$ cat config.mk
export PLATFORM = sky130hd
export DESIGN_NAME = dle_stx_frame_encoder_crc16_top
export DESIGN_NICKNAME = d
export VERILOG_FILES = /design/src/hw/rtl/dsfe_pkg.sv /design/src/hw/rtl/dsfe_front.sv /design/src/hw/rtl/dsfe_queue.sv /design/src/hw/rtl/dsfe_back.sv /design/src/hw/rtl/dle_stx_frame_encoder_crc16_top.sv
export SDC_FILE = /design/constraint.sdc
export NUM_CORES = 1
export LEC_CHECK = 0
export ABC_AREA = 1
export BUFFER_PORTS_ARGS = -buffer_cell sky130_fd_sc_hd__buf_2
export CAP_MARGIN = 20
export CORE_ASPECT_RATIO = 1.1
export CORE_MARGIN = 4
export CORE_UTILIZATION = 39
export CTS_CLUSTER_DIAMETER = 50
export CTS_CLUSTER_SIZE = 10
export DETAILED_ROUTE_END_ITERATION = 16
export HOLD_SLACK_MARGIN = 0.05
export SLEW_MARGIN = 20
export SYNTH_ARGS = -nofsm -noshare
export SYNTH_HDL_FRONTEND = slang
export SYNTH_HIERARCHICAL = 1
export SYNTH_SLANG_ARGS = --single-unit
$ cat constraint.sdc
create_clock -name clk -period 6.9 [get_ports clk]
set_input_delay 1.38 -clock clk [delete_from_list [all_inputs] [get_ports clk]]
set_output_delay 1.38 -clock clk [all_outputs]
set_load 0.03 [all_outputs]
$ cat src/hw/rtl/dsfe_pkg.sv
// ----------------------------------------------------------------------------
// dsfe_pkg
// Shared types, constants and the CRC-16/ARC byte update for the DLE/STX
// frame encoder.
// ----------------------------------------------------------------------------
package dsfe_pkg;

	localparam logic [7:0] DLE = 8'h10;
	localparam logic [7:0] STX = 8'h02;
	localparam logic [7:0] ETX = 8'h03;

	// 0x8005 bit-reversed, for the shift-right (reflected) form
	localparam logic [15:0] CRC_POLY_REFL = 16'hA001;

	localparam logic [3:0] BOARD_SEL_MIN = 4'd1;
	localparam logic [3:0] BOARD_SEL_MAX = 4'd8;

	// One classified frame: the four payload bytes, declared in reverse send order
	typedef struct packed {
		logic [7:0] crc_lo;
		logic [7:0] crc_hi;
		logic [7:0] cmd;
		logic [7:0] mask;
	} payload_t;

	typedef enum logic [2:0] {
		ST_IDLE,
		ST_SOF_STX,
		ST_PAY,
		ST_EOF_DLE,
		ST_EOF_ETX
	} back_state_t;

	// CRC-16/ARC update with one byte, reflected
	function automatic logic [15:0] crc_byte(input logic [15:0] crc_in,
		input logic [7:0] b);
		logic [15:0] c;
		c = crc_in ^ {8'h00, b};
		for (int k = 0; k < 8; k++) begin
			if (c[0]) begin
				c = (c >> 1) ^ CRC_POLY_REFL;
			end else begin
				c = c >> 1;
			end
		end
		return c;
	endfunction

endpackage

$ cat src/hw/rtl/dsfe_front.sv
// ----------------------------------------------------------------------------
// dsfe_front
// Accepts command bytes, builds the payload (mask, command, CRC) in two
// CRC byte steps and pushes it into the frame queue.
// ----------------------------------------------------------------------------
module dsfe_front (
	input  logic                clk,
	input  logic                arst_n,
	input  logic                cfg_wr_en,
	input  logic [3:0]          cfg_wr_data,
	input  logic                s_tvalid,
	output logic                s_tready,
	input  logic [7:0]          s_tdata,
	output logic                push,
	output dsfe_pkg::payload_t  push_data,
	input  logic                q_full
);

	logic [3:0]  board_sel_q;
	logic        v_s1_q;
	logic [7:0]  cmd_s1;
	logic [7:0]  mask_s1;
	logic [15:0] crc1_s1;
	logic [7:0]  mask_d;
	logic [2:0]  bit_sel;
	logic [15:0] crc2;

	// board number register, clamped to 1..8 on write
	always_ff @(posedge clk or negedge arst_n) begin
		if (!arst_n) begin
			board_sel_q <= dsfe_pkg::BOARD_SEL_MIN;
		end else if (cfg_wr_en) begin
			if (cfg_wr_data < dsfe_pkg::BOARD_SEL_MIN) begin
				board_sel_q <= dsfe_pkg::BOARD_SEL_MIN;
			end else if (cfg_wr_data > dsfe_pkg::BOARD_SEL_MAX) begin
				board_sel_q <= dsfe_pkg::BOARD_SEL_MAX;
			end else begin
				board_sel_q <= cfg_wr_data;
			end
		end
	end

	assign bit_sel  = 3'(board_sel_q - 4'd1);
	assign mask_d   = 8'h01 << bit_sel;
	assign s_tready = !v_s1_q || !q_full;
	assign push     = v_s1_q && !q_full;

	always_ff @(posedge clk or negedge arst_n) begin
		if (!arst_n) begin
			v_s1_q <= 1'b0;
		end else if (s_tready) begin
			v_s1_q <= s_tvalid;
		end
	end

	// first CRC byte (mask) in stage 1
	always_ff @(posedge clk) begin
		if (s_tready && s_tvalid) begin
			cmd_s1  <= s_tdata;
			mask_s1 <= mask_d;
			crc1_s1 <= dsfe_pkg::crc_byte(16'h0000, mask_d);
		end
	end

	// second CRC byte (command) on the way into the queue
	assign crc2 = dsfe_pkg::crc_byte(crc1_s1, cmd_s1);

	always_comb begin
		push_data.mask   = mask_s1;
		push_data.cmd    = cmd_s1;
		push_data.crc_hi = crc2[15:8];
		push_data.crc_lo = crc2[7:0];
	end

endmodule

$ cat src/hw/rtl/dsfe_queue.sv
// ----------------------------------------------------------------------------
// dsfe_queue
// Small FIFO of classified payloads between front and back.
// ----------------------------------------------------------------------------
module dsfe_queue #(
	parameter int DEPTH = 2
) (
	input  logic                clk,
	input  logic                arst_n,
	input  logic                push,
	input  dsfe_pkg::payload_t  push_data,
	output logic                full,
	input  logic                pop,
	output dsfe_pkg::payload_t  pop_data,
	output logic                empty
);

	localparam int PW = (DEPTH > 1) ? $clog2(DEPTH) : 1;
	localparam int CW = $clog2(DEPTH + 1);

	dsfe_pkg::payload_t mem_q [DEPTH];
	logic [PW-1:0] wr_ptr_q;
	logic [PW-1:0] rd_ptr_q;
	logic [CW-1:0] count_q;

	assign full     = (count_q == CW'(DEPTH));
	assign empty    = (count_q == '0);
	assign pop_data = mem_q[rd_ptr_q];

	always_ff @(posedge clk) begin
		if (push) begin
			mem_q[wr_ptr_q] <= push_data;
		end
	end

	always_ff @(posedge clk or negedge arst_n) begin
		if (!arst_n) begin
			wr_ptr_q <= '0;
			rd_ptr_q <= '0;
			count_q  <= '0;
		end else begin
			if (push) begin
				wr_ptr_q <= (wr_ptr_q == PW'(DEPTH - 1)) ? '0 : wr_ptr_q + 1'b1;
			end
			if (pop) begin
				rd_ptr_q <= (rd_ptr_q == PW'(DEPTH - 1)) ? '0 : rd_ptr_q + 1'b1;
			end
			if (push && !pop) begin
				count_q <= count_q + 1'b1;
			end else if (pop && !push) begin
				count_q <= count_q - 1'b1;
			end
		end
	end

endmodule

$ cat src/hw/rtl/dsfe_back.sv
// ----------------------------------------------------------------------------
// dsfe_back
// Serializes one payload into a DLE STX ... DLE ETX frame with DLE
// stuffing, one byte per cycle while m_tready is high, through a registered output.
// ----------------------------------------------------------------------------
module dsfe_back (
	input  logic                clk,
	input  logic                arst_n,
	input  logic                q_empty,
	input  dsfe_pkg::payload_t  q_data,
	output logic                pop,
	output logic                m_tvalid,
	input  logic                m_tready,
	output logic [7:0]          m_tdata,
	output logic                m_tlast
);

	dsfe_pkg::back_state_t state_q, state_d;
	dsfe_pkg::payload_t    frame_q;
	logic [1:0]  idx_q, idx_d;
	logic        dup_q, dup_d;
	logic        out_valid_q;
	logic [7:0]  out_data_q;
	logic        out_last_q;
	logic        emit;
	logic        load;
	logic [7:0]  byte_d;
	logic        last_d;
	logic [7:0]  pay_byte;

	assign m_tvalid = out_valid_q;
	assign m_tdata  = out_data_q;
	assign m_tlast  = out_last_q;

	// output slot free or being drained this cycle
	assign emit = !out_valid_q || m_tready;

	always_comb begin
		case (idx_q)
			2'd0:    pay_byte = frame_q.mask;
			2'd1:    pay_byte = frame_q.cmd;
			2'd2:    pay_byte = frame_q.crc_hi;
			default: pay_byte = frame_q.crc_lo;
		endcase
	end

	always_comb begin
		state_d = state_q;
		idx_d   = idx_q;
		dup_d   = dup_q;
		byte_d  = dsfe_pkg::DLE;
		last_d  = 1'b0;
		load    = 1'b0;
		pop     = 1'b0;
		if (emit) begin
			case (state_q)
				dsfe_pkg::ST_IDLE: begin
					if (!q_empty) begin
						pop     = 1'b1;
						load    = 1'b1;
						state_d = dsfe_pkg::ST_SOF_STX;
					end
				end
				dsfe_pkg::ST_SOF_STX: begin
					byte_d  = dsfe_pkg::STX;
					idx_d   = 2'd0;
					dup_d   = 1'b0;
					state_d = dsfe_pkg::ST_PAY;
				end
				dsfe_pkg::ST_PAY: begin
					if (pay_byte == dsfe_pkg::DLE && !dup_q) begin
						// escape: extra DLE first, same byte again next
						dup_d = 1'b1;
					end else begin
						byte_d = pay_byte;
						dup_d  = 1'b0;
						idx_d  = idx_q + 2'd1;
						if (idx_q == 2'd3) begin
							state_d = dsfe_pkg::ST_EOF_DLE;
						end
					end
				end
				dsfe_pkg::ST_EOF_DLE: begin
					state_d = dsfe_pkg::ST_EOF_ETX;
				end
				dsfe_pkg::ST_EOF_ETX: begin
					byte_d  = dsfe_pkg::ETX;
					last_d  = 1'b1;
					state_d = dsfe_pkg::ST_IDLE;
				end
				default: begin
					state_d = dsfe_pkg::ST_IDLE;
				end
			endcase
		end
	end

	always_ff @(posedge clk or negedge arst_n) begin
		if (!arst_n) begin
			state_q     <= dsfe_pkg::ST_IDLE;
			idx_q       <= 2'd0;
			dup_q       <= 1'b0;
			out_valid_q <= 1'b0;
		end else begin
			state_q <= state_d;
			idx_q   <= idx_d;
			dup_q   <= dup_d;
			if (emit) begin
				out_valid_q <= (state_q != dsfe_pkg::ST_IDLE) || !q_empty;
			end
		end
	end

	always_ff @(posedge clk) begin
		if (load) begin
			frame_q <= q_data;
		end
		if (emit) begin
			out_data_q <= byte_d;
			out_last_q <= last_d;
		end
	end

endmodule

$ cat src/hw/rtl/dle_stx_frame_encoder_crc16_top.sv
// ----------------------------------------------------------------------------
// dle_stx_frame_encoder_crc16_top
// DLE/STX frame encoder with CRC-16/ARC, streaming in and out.
// ----------------------------------------------------------------------------
// Each command byte accepted on the s_ side becomes one frame on the m_ side,
// one byte per transaction: DLE STX, the destination mask (bit board number
// minus one), the command, the CRC-16/ARC of mask and command (high byte
// first), then DLE ETX, with m_tlast high on the ETX. Any payload byte equal
// to DLE 0x10 goes out twice. A frame is 8 to 12 bytes, and the back end
// byte serializer sends one byte per clock while m_tready is high; frames
// follow each other back to back. The front end computes the CRC in two
// byte steps (one in its input stage, one on the way into the payload
// queue), so with an idle back end a command passes the stage-1 register,
// the queue and the output register before the first frame byte is valid
// on m_. The queue of QUEUE_DEPTH payloads lets further commands be taken
// while a frame is still being sent. The board number is written through
// cfg_wr_en / cfg_wr_data; values are clamped to 1..8, reset value 1.
// Write it only while the encoder is idle.
// ----------------------------------------------------------------------------
module dle_stx_frame_encoder_crc16_top #(
	parameter int QUEUE_DEPTH = 2
) (
	input  logic       clk,
	input  logic       arst_n,
	// configuration: board number
	input  logic       cfg_wr_en,
	input  logic [3:0] cfg_wr_data,
	// command input
	input  logic       s_tvalid,
	output logic       s_tready,
	input  logic [7:0] s_tdata,   // [7:0] command_byte
	// frame output
	output logic       m_tvalid,
	input  logic       m_tready,
	output logic [7:0] m_tdata,   // [7:0] frame_byte
	output logic       m_tlast    // last_byte (ETX)
);

	dsfe_pkg::payload_t push_data;
	dsfe_pkg::payload_t pop_data;
	logic push;
	logic pop;
	logic q_full;
	logic q_empty;

	// front: board number register, mask and CRC
	dsfe_front u_front (
		.clk         (clk),
		.arst_n      (arst_n),
		.cfg_wr_en   (cfg_wr_en),
		.cfg_wr_data (cfg_wr_data),
		.s_tvalid    (s_tvalid),
		.s_tready    (s_tready),
		.s_tdata     (s_tdata),
		.push        (push),
		.push_data   (push_data),
		.q_full      (q_full)
	);

	// payload queue decouples classification from serialization
	dsfe_queue #(
		.DEPTH (QUEUE_DEPTH)
	) u_queue (
		.clk       (clk),
		.arst_n    (arst_n),
		.push      (push),
		.push_data (push_data),
		.full      (q_full),
		.pop       (pop),
		.pop_data  (pop_data),
		.empty     (q_empty)
	);

	// back: framing, DLE stuffing, output register
	dsfe_back u_back (
		.clk      (clk),
		.arst_n   (arst_n),
		.q_empty  (q_empty),
		.q_data   (pop_data),
		.pop      (pop),
		.m_tvalid (m_tvalid),
		.m_tready (m_tready),
		.m_tdata  (m_tdata),
		.m_tlast  (m_tlast)
	);

endmodule
* After elaboration in Yosys (flattened, before gate mapping)
Memories as Yosys holds them, arrays and structs flattened. A register that Yosys moved wholly into a read port is not among the register bits.
Cells that the tools add are included.
** Word-level totals
- Output and inout port bits :: 11
- Memory bits (writable) :: 64
- Flip-flop bits (word level) :: 56
- Memories :: 1
** Memories
- u_queue.mem_q :: words 2, bits a word 32, rd ports 1, clocked after Yosys merged registers in 1, write ports 1, line dsfe_queue.sv:21 : dsfe_pkg::payload_t mem_q [DEPTH];
** Cells by class
- Shift-type cells :: 1
- Reductions and logical operators :: 24
- Order comparisons :: 2
- Bitwise operators :: 17
- Add/sub/neg operators :: 6
- Mux-type cells :: 46
- Eq/ne operators :: 12
** Operators by type and width (number)
- 16-bit 2-to-1 mux :: 22
- 8-bit case mux with 3 select lines :: 2
- 2-bit inverter with 3-bit output :: 15
- 16-bit by 8-bit XOR with 16-bit output :: 1
- 3-bit 2-to-1 mux :: 5
- 14-bit 2-to-1 mux :: 1
- 3-bit case mux with 4 select lines :: 1
- 1-bit 2-to-1 mux :: 9
- 8-bit by 5-bit equality test with 1-bit output, second input constant :: 1
- 8-bit 2-to-1 mux :: 1
- 1-bit by 3-bit << shifter with 8-bit output, first input constant :: 1
- 1-bit logical NOT :: 7
- 2-bit equality test, second input constant :: 3
- 3-bit by 2-bit equality test with 1-bit output, second input constant :: 2
- 2-bit 2-to-1 mux :: 3
- 1-bit logical AND :: 5
- 2-bit by 1-bit adder with 2-bit output, second input constant :: 2
- 4-bit greater-than comparator, second input constant :: 1
- 2-bit logical NOT :: 2
- 4-bit by 1-bit less-than comparator with 1-bit output, second input constant :: 1
- 2-bit inequality test, second input constant :: 2
- 2-bit case mux with 2 select lines :: 1
- 4-bit AND reduction :: 1
- 2-bit nonzero test :: 2
- 14 further kinds :: 17

* Depth between registers and ports, before layout
- Word-level depth :: 25
- Mapped depth :: 13
- Gate-level depth less buffers :: 12

* By module
The synthesis kept the hierarchy.
** Modules (own cells, without submodules)
- dsfe_queue :: area each 2668.8 µm², cells each 125, instances 1
- dsfe_back :: area each 2060.7 µm², cells each 174, instances 1
- dsfe_front :: area each 1406.3 µm², cells each 135, instances 1

* Worst setup path after synthesis
OpenSTA, ideal clock, no wires.
- Path type :: input port to flip-flop
- From :: in m_tready
- To :: reg u_queue.count_q[1]
- Required time :: 6.783 ns
- Arrival :: 5.486 ns
- Stages on the path :: 8
- Setup slack :: 1.297 ns
- Cell sequence :: nor2_1 nor4_1 inv_1 ha_1 inv_1 nand3_1 nand2_1 nand2_1
** On the way
- Cells in the longest elaborated chain, start to end :: 5
** RTL lines
- from (decl) :: line dle_stx_frame_encoder_crc16_top.sv:34 : input logic m_tready,
- 1-bit logical OR * :: line dsfe_back.sv:36 : assign emit = !out_valid_q || m_tready;
- 1-bit 2-to-1 mux * :: line dsfe_back.sv:55 : if (emit) begin
- named net pop :: line dle_stx_frame_encoder_crc16_top.sv:42 : logic pop;
- 1-bit logical NOT :: line dsfe_queue.sv:48 : if (push && !pop) begin
- 1-bit logical AND :: line dsfe_queue.sv:48
- 2-bit 2-to-1 mux / 2-bit nonzero test (equally long branches)
- to (signal assigned) :: line dsfe_queue.sv:49 : count_q <= count_q + 1'b1;
- to (signal assigned) :: line dsfe_queue.sv:51 : count_q <= count_q - 1'b1;
- to (decl) :: line dsfe_queue.sv:24 : logic [CW-1:0] count_q;
The timed path passes the listed nets; every way through them passes the cells marked *.
A chain may end at the register's enable or synchronous reset.

* Final worst setup path
- From :: reg u_queue.count_q[0]
- To :: out s_tready
** On the way
- Cells in the longest elaborated chain, start to end :: 3
** RTL lines
- 2-bit equality test :: line dsfe_queue.sv:26 : assign full = (count_q == CW'(DEPTH));
- named net q_full :: line dle_stx_frame_encoder_crc16_top.sv:43 : logic q_full;
- 1-bit logical NOT :: line dsfe_front.sv:45 : assign s_tready = !v_s1_q || !q_full;
- 1-bit logical OR :: line dsfe_front.sv:45
- to (decl) :: line dle_stx_frame_encoder_crc16_top.sv:30 : output logic s_tready,
The timed path passes the listed nets, and every way through them passes these cells.

==> metrics <==
Worst R2R Setup Slack=around 4.9 ns; most common cell in the synthesized netlist=edfxtp_1; die height=~140 um; critical path type=register to output port; syn_area_per_cell=14.1 sq um; First-pass DRT Iterations=4; CTS tree=done; Syn. warnings=6; crit-path cells=nor2_1 -> nand2_1 -> buf_2; status=complete, no violations; FF+latch count, synth=about 150; vias in the first global route=3068; H-Tree Depth=4; crit start category=register; WP data arrival=~1.3 ns; clock transition at the registers of the reported paths=about 0.06 ns; area added between synthesis and finish=13.1%; Root Buffer=clkbuf_16; CP endpoint kind=output port; Cells after DPL=between 600 and 700; initial antenna violation count=0; post-CTS sizing=0; Die ar.=about 18000 sq um; CP Data Required Time=around 5.5 ns; row count=47; grt total ovfl=0; WL final=roughly 9400 um; via count=between 3000 and 4000; Final TNS setup=0 ns; Cells after Synth=approximately 430; Total Routing Usage GR=roughly 11%; Synth cell types=35; RSZ-0062 raised after global routing=false; Worst Skew=approximately 0.010 ns; layout cells sized above 1=a little over a quarter; PortBufs=27; CP max-delay cell=dfrtp_1; period utilization=39.5%; Core Area=about 15000 sq um; HPWL after DPL=about 6300 um; class of the worst hold path=register to register; max-cap violation count=0; post-route insts no fill=about 680; Largest stage delay, worst path=~0.43 ns; vias per cell=~4.5; Setup Buffers After CTS=0; Starting Density=approximately two fifths; Worst Path Buf+Inv=1; Worst-Margin Slew=between 1 and 1.5 ns; top_reg_cell synth=edfxtp_1; Boundary Pins=28; top post-synthesis cells by count=edfxtp_1 (130), nand2_1 (88), inv_1 (31), mux2_4 (29), nor2_1 (25); VDD IR-drop max=199 uV; CTS Sinks=about 150; Synth Cell Area=just over 6000 sq um; final-report hold violation count=0; Num CTS Buffers=17; wire per inst=13.8 um; Die X=around 130 um; cts hold-fix bufs=0; post-route ant nets=0; count of final max-slew check failures=0; critical-path maximum fanout=5; Static Leak=about 0.0028 uW; Mapped Nets=between 400 and 500; Yosys top cell area share=63.6%; clock tree buffer depth=2; # diodes=0; initial DRC count=158; DR DRC count=0; clock latency on the worst-skew pair=just over 0.4 ns; post-synth top area cell=edfxtp_1; EDFF count, synth=130; gp weighted congestion=0.760; Relative slew margins=a little under a third; Nets=about 490; maximum number of pins on one net before global-route repair=35; global-route wire length before repair=about 15000 um; endpoints failing setup=0; asr flop ratio synth=between 10% and 20%; sequential area share after synthesis=between 60 and 70%; Max Freq=approximately 370 MHz; crit path time final=2.72 ns; Crit path max-delay family=flip-flops; Area contributors post-synth=edfxtp_1 (64%), mux2_4 (7.1%), dfrtp_1 (5.7%); Pwr Density=approximately 460 nW/um^2
## routing by layer
| layer | vias to the layer above | track usage (%) | part of all wire (%) |
|---|---|---|---|
| met3 | 16 | 3.60 | 3.4 |
| met5 | - | 0 | 0 |
| met1 | 1457 | 13.1 | 43 |
| li1 | 1560 | - | - |
| met4 | 0 | 4.64 | 2.3 |
| met2 | 53 | 18.9 | 51 |
## final cells by class
class	count	area, sq um
Multi-Input combinational cell	237	1580
Tap cell	196	245
Inverter	38	143
Sequential cell	145	4280
Fill cell	1307	8290
Clock inverter	7	36.3
Clock buffer	25	487
Timing Repair Buffer	31	165
## flip-flops by register name (all words and copies together) (netlist names), 2 cells and up
register,cells
u_front/board_sel_q,3
u_back/state_q,3
u_back/frame_q,32
u_queue/mem_q,64
u_queue/count_q,2
u_front/cmd_s1,8
u_back/m_tdata,8
u_front/mask_s1,8
u_back/idx_q,2
u_front/crc1_s1,9
## cell usage in the layout, fill, tap and decap left out, drive strengths merged
master	n
edfxtp	130
nand2	101
inv	39
mux2	32
buf	31
nor2	31
clkbuf	25
nand3	21
dfrtp	14
a21oi	10
xor2	8
clkinv	6
or2	6
ha	5
nand4	5
o21ai	5
xnor2	4
nor3	3
o22ai	3
o21bai	1
nor4	1
dfstp	1
conb	1
## per-stage QoR
stage,utilization (%),power [uW],hold WS [ns],area (sq um),setup slack (ns)
2_1_floorplan,-,2210,0.421,6140,1.30
3_3_place_gp,42.1,2360,0.425,6420,4.08
6_report,45.6,3160,0.443,6940,4.18
5_1_grt,45.6,3360,0.464,6940,4.06
3_5_place_dp,42.1,2390,0.434,6420,4.05
4_1_cts,45.6,3210,0.446,6940,4.15
## worst register-to-register path, cell delays in order (launching register included)
cell and delay (ns):
dfrtp_1 0.41, inv_1 0.10, nand2_2 0.12, nor4_2 0.23
buf_4 0.41, inv_1 0.09, ha_1 0.31, inv_1 0.09
nand3_1 0.08, nand2_1 0.06, nand2_1 0.04
## worst paths after layout
path / cells after the start / startpoint / to
worst min register to register: 0 / u_front/mask_s1[1] / u_queue/mem_q[0][1]
max in group asynchronous: 1 / arst_n / u_front/board_sel_q[0]
worst max register to register: 10 / u_back/state_q[0] / u_queue/count_q[1]
worst max-delay path: 3 / u_queue/count_q[0] / s_tready
worst min-delay path: 0 / u_front/mask_s1[1] / u_queue/mem_q[0][1]
min in group asynchronous: 1 / arst_n / u_front/board_sel_q[1]
## report_power, final
group / total [uW] / leakage [uW] / internal, uW / switching (uW)
Clock: 801 / 0.000264 / 487 / 314
Combinational: 878 / 0.00112 / 356 / 523
Sequential: 1480 / 0.00142 / 1340 / 146
## logic make-up (layout without fill, tap and decap cells)
family / Yosys count / in the layout / share of synthesized area (%)
AOI/OAI and AO/OA: 19 / 19 / 1.84
xor gates and xnor gates: 12 / 12 / 1.96
adders and majority gates: 5 / 5 / 1.02
buffers and inverters: 52 / 101 / 4.65
DFF: 145 / 145 / 69.8
muxes: 32 / 32 / 7.65
other: 1 / 1 / 0.0611
and+or+nand+nor: 168 / 168 / 13.1
Power figures use the tool's default switching activity.
